<file path="config.mk">
export PLATFORM = sky130hd
export DESIGN_NAME = rdwc_combine_flat
export DESIGN_NICKNAME = d
export VERILOG_FILES = /design/src/rtl/rdwc_pkg.sv /design/src/rtl/rdwc_if.sv /design/src/rtl/rdwc_combine.sv /design/src/flat_wrapper.sv
export SDC_FILE = /design/constraint.sdc
export NUM_CORES = 2
export LEC_CHECK = 0
export BUFFER_PORTS_ARGS = -buffer_cell sky130_fd_sc_hd__buf_4
export CAP_MARGIN = 20
export CELL_PAD_IN_SITES_DETAIL_PLACEMENT = 1
export CELL_PAD_IN_SITES_GLOBAL_PLACEMENT = 1
export CORE_MARGIN = 2
export CORE_UTILIZATION = 50
export CTS_BUF_LIST = sky130_fd_sc_hd__clkbuf_4
export CTS_CLUSTER_DIAMETER = 200
export DETAILED_ROUTE_END_ITERATION = 10
export MAX_ROUTING_LAYER = met4
export PLACE_DENSITY = 0.9
export SYNTH_ARGS = -nofsm -noshare
export SYNTH_HDL_FRONTEND = slang
export SYNTH_SLANG_ARGS = --single-unit
</file>
<file path="constraint.sdc">
create_clock -name i_clk -period 13.6 [get_ports i_clk]
set_input_delay 0.68 -clock i_clk [delete_from_list [all_inputs] [get_ports i_clk]]
set_output_delay 0.68 -clock i_clk [all_outputs]
set_load 0.01 [all_outputs]
</file>
<file path="src/rtl/rdwc_pkg.sv">
`timescale 1ns / 1ps
// ----------------------------------------------------------------------------
// rdwc_pkg
// Types, codes and seed constants shared by the dual-word checksum block.
// ----------------------------------------------------------------------------
package rdwc_pkg;

    typedef enum logic [1:0] {
        OP_START  = 2'd0,
        OP_LOAD   = 2'd1,
        OP_DATA   = 2'd2,
        OP_UNUSED = 2'd3
    } t_opcode;

    // lookup table depth; the position counter and table index wrap at it
    localparam int LOOKUP_WORDS = 64;

    localparam logic [3:0] VARIANT_RESET  = 4'd2;
    localparam logic [3:0] VARIANT_ADD    = 4'd3;
    localparam logic [3:0] VARIANT_LOOKUP = 4'd5;
    localparam logic [3:0] VARIANT_MUL    = 4'd6;

    localparam logic [31:0] SEED_STD    = 32'hF8CA4DDC;
    localparam logic [31:0] SEED_ADD    = 32'hA3886759;
    localparam logic [31:0] SEED_LOOKUP = 32'hDF26F436;
    localparam logic [31:0] SEED_MUL    = 32'h1FEA617A;
    localparam logic [4:0]  ROT_MASK    = 5'h1F;

    typedef struct packed {
        logic [31:0] plain_sum;
        logic [31:0] carry_count;
        logic [31:0] xor_acc;
        logic [31:0] rotated_sum;
        logic [31:0] compare_mix;
        logic [31:0] mixed_sum;
    } t_acc_set;

    function automatic logic [31:0] seed_for(input logic [3:0] variant);
        logic [31:0] s;
        case (variant)
            4'd1, 4'd2, 4'd7, 4'd8, 4'd9: s = SEED_STD;
            VARIANT_ADD:                  s = SEED_ADD;
            VARIANT_LOOKUP:               s = SEED_LOOKUP;
            VARIANT_MUL:                  s = SEED_MUL;
            default:                      s = 32'd0;
        endcase
        return s;
    endfunction

    // rotate left; a zero amount returns the word as it is
    function automatic logic [31:0] rotl32(input logic [31:0] x, input logic [4:0] n);
        logic [63:0] dbl;
        dbl = {x, x} << n;
        return dbl[63:32];
    endfunction

endpackage

</file>
<file path="src/rtl/rdwc_if.sv">


interface rdwc_result_if;
    logic        valid;
    logic        ready;
    logic [31:0] checksum_high;
    logic [31:0] checksum_low;

    modport source (output valid, checksum_high, checksum_low, input ready);
    modport sink   (input valid, checksum_high, checksum_low, output ready);
endinterface

</file>
<file path="src/rtl/rdwc_combine.sv">
`timescale 1ns / 1ps
// ----------------------------------------------------------------------------
// rdwc_combine
// Folds a snapshot of the six accumulators into the two checksum words.
// ----------------------------------------------------------------------------
module rdwc_combine
    import rdwc_pkg::*;
(
    input  logic         i_clk,
    input  logic         i_rst_n,
    input  logic [3:0]   i_variant,
    input  logic         i_valid,
    output logic         o_ready,
    input  t_acc_set     i_acc,
    rdwc_result_if.source o_result
);

    logic        r_mid_valid;
    logic [31:0] r_t_hi, r_c_hi, r_t_lo, r_c_lo;
    logic        r_out_valid;
    logic [31:0] r_out_hi, r_out_lo;
    logic        out_load, mid_load;
    logic        is_mul, is_sum;
    logic [31:0] n_t_hi, n_t_lo, n_out_hi, n_out_lo;

    assign is_mul = (i_variant == VARIANT_MUL);
    assign is_sum = (i_variant == VARIANT_ADD) || is_mul;

    assign out_load = !r_out_valid || o_result.ready;
    assign mid_load = !r_mid_valid || out_load;
    assign o_ready  = mid_load;

    // first term: product for the multiply rule, xor otherwise
    always_comb begin
        if (is_mul) begin
            n_t_hi = i_acc.plain_sum * i_acc.carry_count;
            n_t_lo = i_acc.rotated_sum * i_acc.compare_mix;
        end else begin
            n_t_hi = i_acc.plain_sum ^ i_acc.carry_count;
            n_t_lo = i_acc.rotated_sum ^ i_acc.compare_mix;
        end
    end

    always_comb begin
        if (is_sum) begin
            n_out_hi = r_t_hi + r_c_hi;
            n_out_lo = r_t_lo + r_c_lo;
        end else begin
            n_out_hi = r_t_hi ^ r_c_hi;
            n_out_lo = r_t_lo ^ r_c_lo;
        end
    end

    always_ff @(posedge i_clk) begin
        if (!i_rst_n) begin
            r_mid_valid <= 1'b0;
            r_out_valid <= 1'b0;
        end else begin
            if (mid_load) begin
                r_mid_valid <= i_valid;
            end
            if (out_load) begin
                r_out_valid <= r_mid_valid;
            end
        end
    end

    always_ff @(posedge i_clk) begin
        if (mid_load && i_valid) begin
            r_t_hi <= n_t_hi;
            r_c_hi <= i_acc.xor_acc;
            r_t_lo <= n_t_lo;
            r_c_lo <= i_acc.mixed_sum;
        end
        if (out_load && r_mid_valid) begin
            r_out_hi <= n_out_hi;
            r_out_lo <= n_out_lo;
        end
    end

    assign o_result.valid         = r_out_valid;
    assign o_result.checksum_high = r_out_hi;
    assign o_result.checksum_low  = r_out_lo;

endmodule

</file>
<file path="src/flat_wrapper.sv">
// flat-port wrapper written by rule: the top's interface ports become plain ports
module rdwc_combine_flat import rdwc_pkg::*;
  (i_clk, i_rst_n, i_variant, i_valid, o_ready, i_acc, o_result_valid, o_result_checksum_high, o_result_checksum_low, o_result_ready);
  rdwc_result_if o_result_i ();
  input  logic i_clk;
  input  logic i_rst_n;
  input  logic [3:0] i_variant;
  input  logic i_valid;
  output logic o_ready;
  input  t_acc_set i_acc;
  output wire logic [$bits(o_result_i.valid)-1:0] o_result_valid;
  output wire logic [$bits(o_result_i.checksum_high)-1:0] o_result_checksum_high;
  output wire logic [$bits(o_result_i.checksum_low)-1:0] o_result_checksum_low;
  input wire logic [$bits(o_result_i.ready)-1:0] o_result_ready;
  assign o_result_valid = o_result_i.valid;
  assign o_result_checksum_high = o_result_i.checksum_high;
  assign o_result_checksum_low = o_result_i.checksum_low;
  assign o_result_i.ready = o_result_ready;
  rdwc_combine u_core (.i_clk(i_clk), .i_rst_n(i_rst_n), .i_variant(i_variant), .i_valid(i_valid), .o_ready(o_ready), .i_acc(i_acc), .o_result(o_result_i));
endmodule
</file>
==> impl_metrics.yaml <==
placed_design:
  place_congestion: 0.936
  dpl.cell_count: 5447
  io_buffers: 265
  post-dp-hpwl_mm: 112
synth:
  ys.flop_type: "edfxtp_1"
  avgSynthCellArea_um2: 9.67
  ys_ff_latch: 194
  synth-adder-area-share_pct: 49.6
  synth_edf_count: 192
  syn_inst: 4303
  synth.distinct_cells: 66
  synth_compound_gate_area_share_pct: 5.68
  syn_nets: 5661
  synthSimpleGateAreaFrac_pct: 16.3
  synth-xor-area-share_pct: 5.49
  synthesis.area_mm2: 0.0416
  muxShareOfSynthArea_pct: 0.0782
  synth_top_family_by_area: "adder cells"
  synth_seq_area_share_pct: 13.9
  synth_warnings: 0
  async_flop_share_pct: 0
die:
  num_io_pins: 266
  fp.dieW_um: 293
  coreArea_mm2: 0.0822
  rows: 105
  die_area_mm2: 0.0856
  die_h_um: 293
  initial_utilization_pct: 50.6
global_route:
  grt_remaining_overflow: 0
  grt_pass1_vias: 37000
  grt_antenna_before_repair: 4
  grt_pass1_wl_mm: 217
  grt_max_degree: 70
  track_usage_pct: 34.4
worst_setup_path:
  end_kind: "flop"
  arrival_ps: 7810
  setup.worst_path.start: "i_acc[166]"
  path_common_cell: "fa_1"
  r2r_slack_ps: 9920
  cp.required_ps: 14030
  criticalPathCategory: "input pin to flop"
  cpPeakStageDelay_ps: 640
  rr_worst_depth: 12
  reg2reg_to: "u_core.o_result.checksum_low[28]$_DFFE_PP_"
  path_cells: "buf_4, ha_1, fa_1, fa_1, fa_1, inv_1, fa_1, inv_1, ha_1, ha_1, fa_1, fa_1, ha_1, o21ai_0, a22o_1, o32ai_1, o21ai_0, o211ai_1, o211a_1, a311oi_1, xnor2_1, o21ai_0"
  path_max_fanout: 26
  crit_path_top_delay_cell: "o32ai_1"
  worstSetupEndpoint: "u_core.r_t_hi[31]$_DFFE_PP_"
  worstReg2RegStart: "u_core.r_t_lo[0]$_DFFE_PP_"
  start_kind: "input pin"
clock_network:
  clkLatencyLatePin_ps: 690
  hold_buffers: 0
  cts_buffers: 17
  cts_num_sinks: 194
  cts_resized: 0
  clockBufferDepth: 2
  post_cts.repair.setup_buffers: 0
  htree_levels: 4
  cts_root_buffer: "clkbuf_4"
  path_clk_slew_ps: 220
  cts_tree: "yes"
timing:
  finalSetupViolCount: 0
  setup_tns_ps: 0
  finalCritPeriodShare_pct: 54.2
  tightest_slew_ps: 967
  fmax_mhz: 136
  max-slew-margin-rel_pct: 35.5
  hold_viol: 0
  drv_slew: 0
  finClkSkew_ps: 50.2
  rsz0062_at_grt: "false"
  timing.final.crit_period_ps: 7370
route:
  avgRoutedWirePerCell_um: 25.6
  met3_length_mm: 10.2
  dr.max_layer_used: "met4"
  vias: 32000
  vias_per_cell: 5.84
  m1WireLength_mm: 53.2
  routed-wl-met2_mm: 68.2
  dr.pass1.iters: 6
  wl_mm: 140
  drt_iter0_drc: 2161
  ant_nets: 0
  drc: 0
finish:
  final_cells: 5481
  drive_gt1_share_pct: 7.30
  area_growth_pct: 7.14
  fillers: 9246
  utilization_pct: 54.2
  final_nets: 5754
flow_run:
  drv_cap: 0
outcome:
  status: "finished clean"
worst_hold_path:
  hold_class: "input pin to flop"
-- critical path: cells and delay by family --
| family | cells | cell delay, ps |
|---|---|---|
| adders and majority gates | 10 | 4120 |
| buffers and inverters | 3 | 470 |
| xor gates and xnor gates | 1 | 140 |
| AOI/OAI and AO/OA | 8 | 2380 |
-- stage by stage --
stage	setup slack (ps)	hold slack (ps)	area [um2]
floorplan	6150	477	41600
CTS	6350	139	44600
global placement	5840	517	44300
detailed placement	5630	563	44300
global route	6050	124	44600
finish	6230	166	44600
-- registers in the layout (all words and copies together), names as in the netlist --
name / flops
u_core.o_result.checksum_high: 32
u_core.o_result.checksum_low: 32
u_core.r_c_hi: 32
u_core.r_c_lo: 32
u_core.r_t_hi: 32
u_core.r_t_lo: 32
u_core.o_result.valid: 1
u_core.r_mid_valid: 1
-- cell usage after synthesis (18+ instances only) --
master    number  area share, %
clkbuf_1     185            1.7
nand3_1       27           0.32
and2_1       603            9.1
nand2_1      566            5.1
inv_1        789            7.1
o21a_1        18           0.32
o21ai_0      104            1.3
a21oi_1       86            1.0
xor2_1        88            1.9
nor2b_1       22           0.33
fa_1         818             39
xnor2_1      173            3.6
nor2_1        48           0.43
ha_1         340             10
a21o_1        60            1.1
edfxtp_1     192             14
and3_1        19           0.29
-- per-layer routing --
metal	up-vias	track usage (%)
met5	-	-
met4	0	18.1
met3	521	4.92
met2	1557	56.6
met1	16600	41.3
li1	13300	-
-- placed cells by master (no fill, tap or decap), drive strengths merged, types with 3 or more instances in the layout --
cell / netlist / final
nand2b: 7 / 7
nand3: 27 / 27
fa: 818 / 818
a211o: 6 / 6
a31oi: 7 / 7
nor2b: 22 / 22
nor3: 15 / 15
and3: 19 / 19
a2111oi: 3 / 3
a221oi: 4 / 4
o31ai: 6 / 6
nor2: 48 / 48
a21boi: 7 / 7
or2: 5 / 5
xor2: 88 / 88
o21ai: 104 / 104
and4: 3 / 3
edfxtp: 192 / 192
clkbuf: 185 / 17
a21o: 61 / 61
o21bai: 12 / 12
ha: 340 / 340
a211oi: 9 / 9
inv: 789 / 794
nand2: 566 / 566
clkinv: 0 / 8
or3: 6 / 6
o211ai: 5 / 5
and2: 603 / 603
nand4: 9 / 9
o211a: 3 / 3
a21oi: 88 / 88
o21a: 18 / 18
a2111o: 5 / 5
xnor2: 173 / 173
buf: 13 / 272
-- cells by family (layout without fill, tap and decap cells) --
group,Yosys count,after routing
adder cells (fa/ha/maj),1158,1158
other,0,2
AO/OA/AOI/OAI,363,363
AND/OR/NAND/NOR,1337,1337
flip-flops,194,194
buffers and inverters,987,1093
multiplexers,3,3
XOR/XNOR,261,261
-- area by class of cell --
| cell class | count | area (um2) | area share [%] |
|---|---|---|---|
| repair buffers | 272 | 2040 | 4.58 |
| inverters | 789 | 2960 | 6.64 |
| multi-input cells | 3122 | 32100 | 72.0 |
| clock inverters | 15 | 189 | 0.424 |
| clock buffers | 17 | 128 | 0.286 |
| diodes | 2 | 5.00 | 0.0112 |
| well taps | 1070 | 1340 | 3.00 |
| flip-flops and latches | 194 | 5810 | 13.0 |
-- worst min-delay path by stage --
stage | startpoint | endpoint | cells after the start
global placement | u_core.r_mid_valid$_SDFFE_PN0N_ | u_core.o_result.valid$_SDFFE_PN0P_ | 1
finish | i_acc[11] | u_core.r_c_lo[11]$_DFFE_PP_ | 1
detailed placement | u_core.r_mid_valid$_SDFFE_PN0N_ | u_core.o_result.valid$_SDFFE_PN0P_ | 1
floorplan | u_core.r_mid_valid$_SDFFE_PN0N_ | u_core.o_result.valid$_SDFFE_PN0P_ | 1
global route | i_acc[106] | u_core.r_c_hi[10]$_DFFE_PP_ | 1
CTS | i_acc[11] | u_core.r_c_lo[11]$_DFFE_PP_ | 1
Power is left out: the tool's default activity adds up to more than one toggle a clock period on the data nets, which glitch-free logic cannot reach.
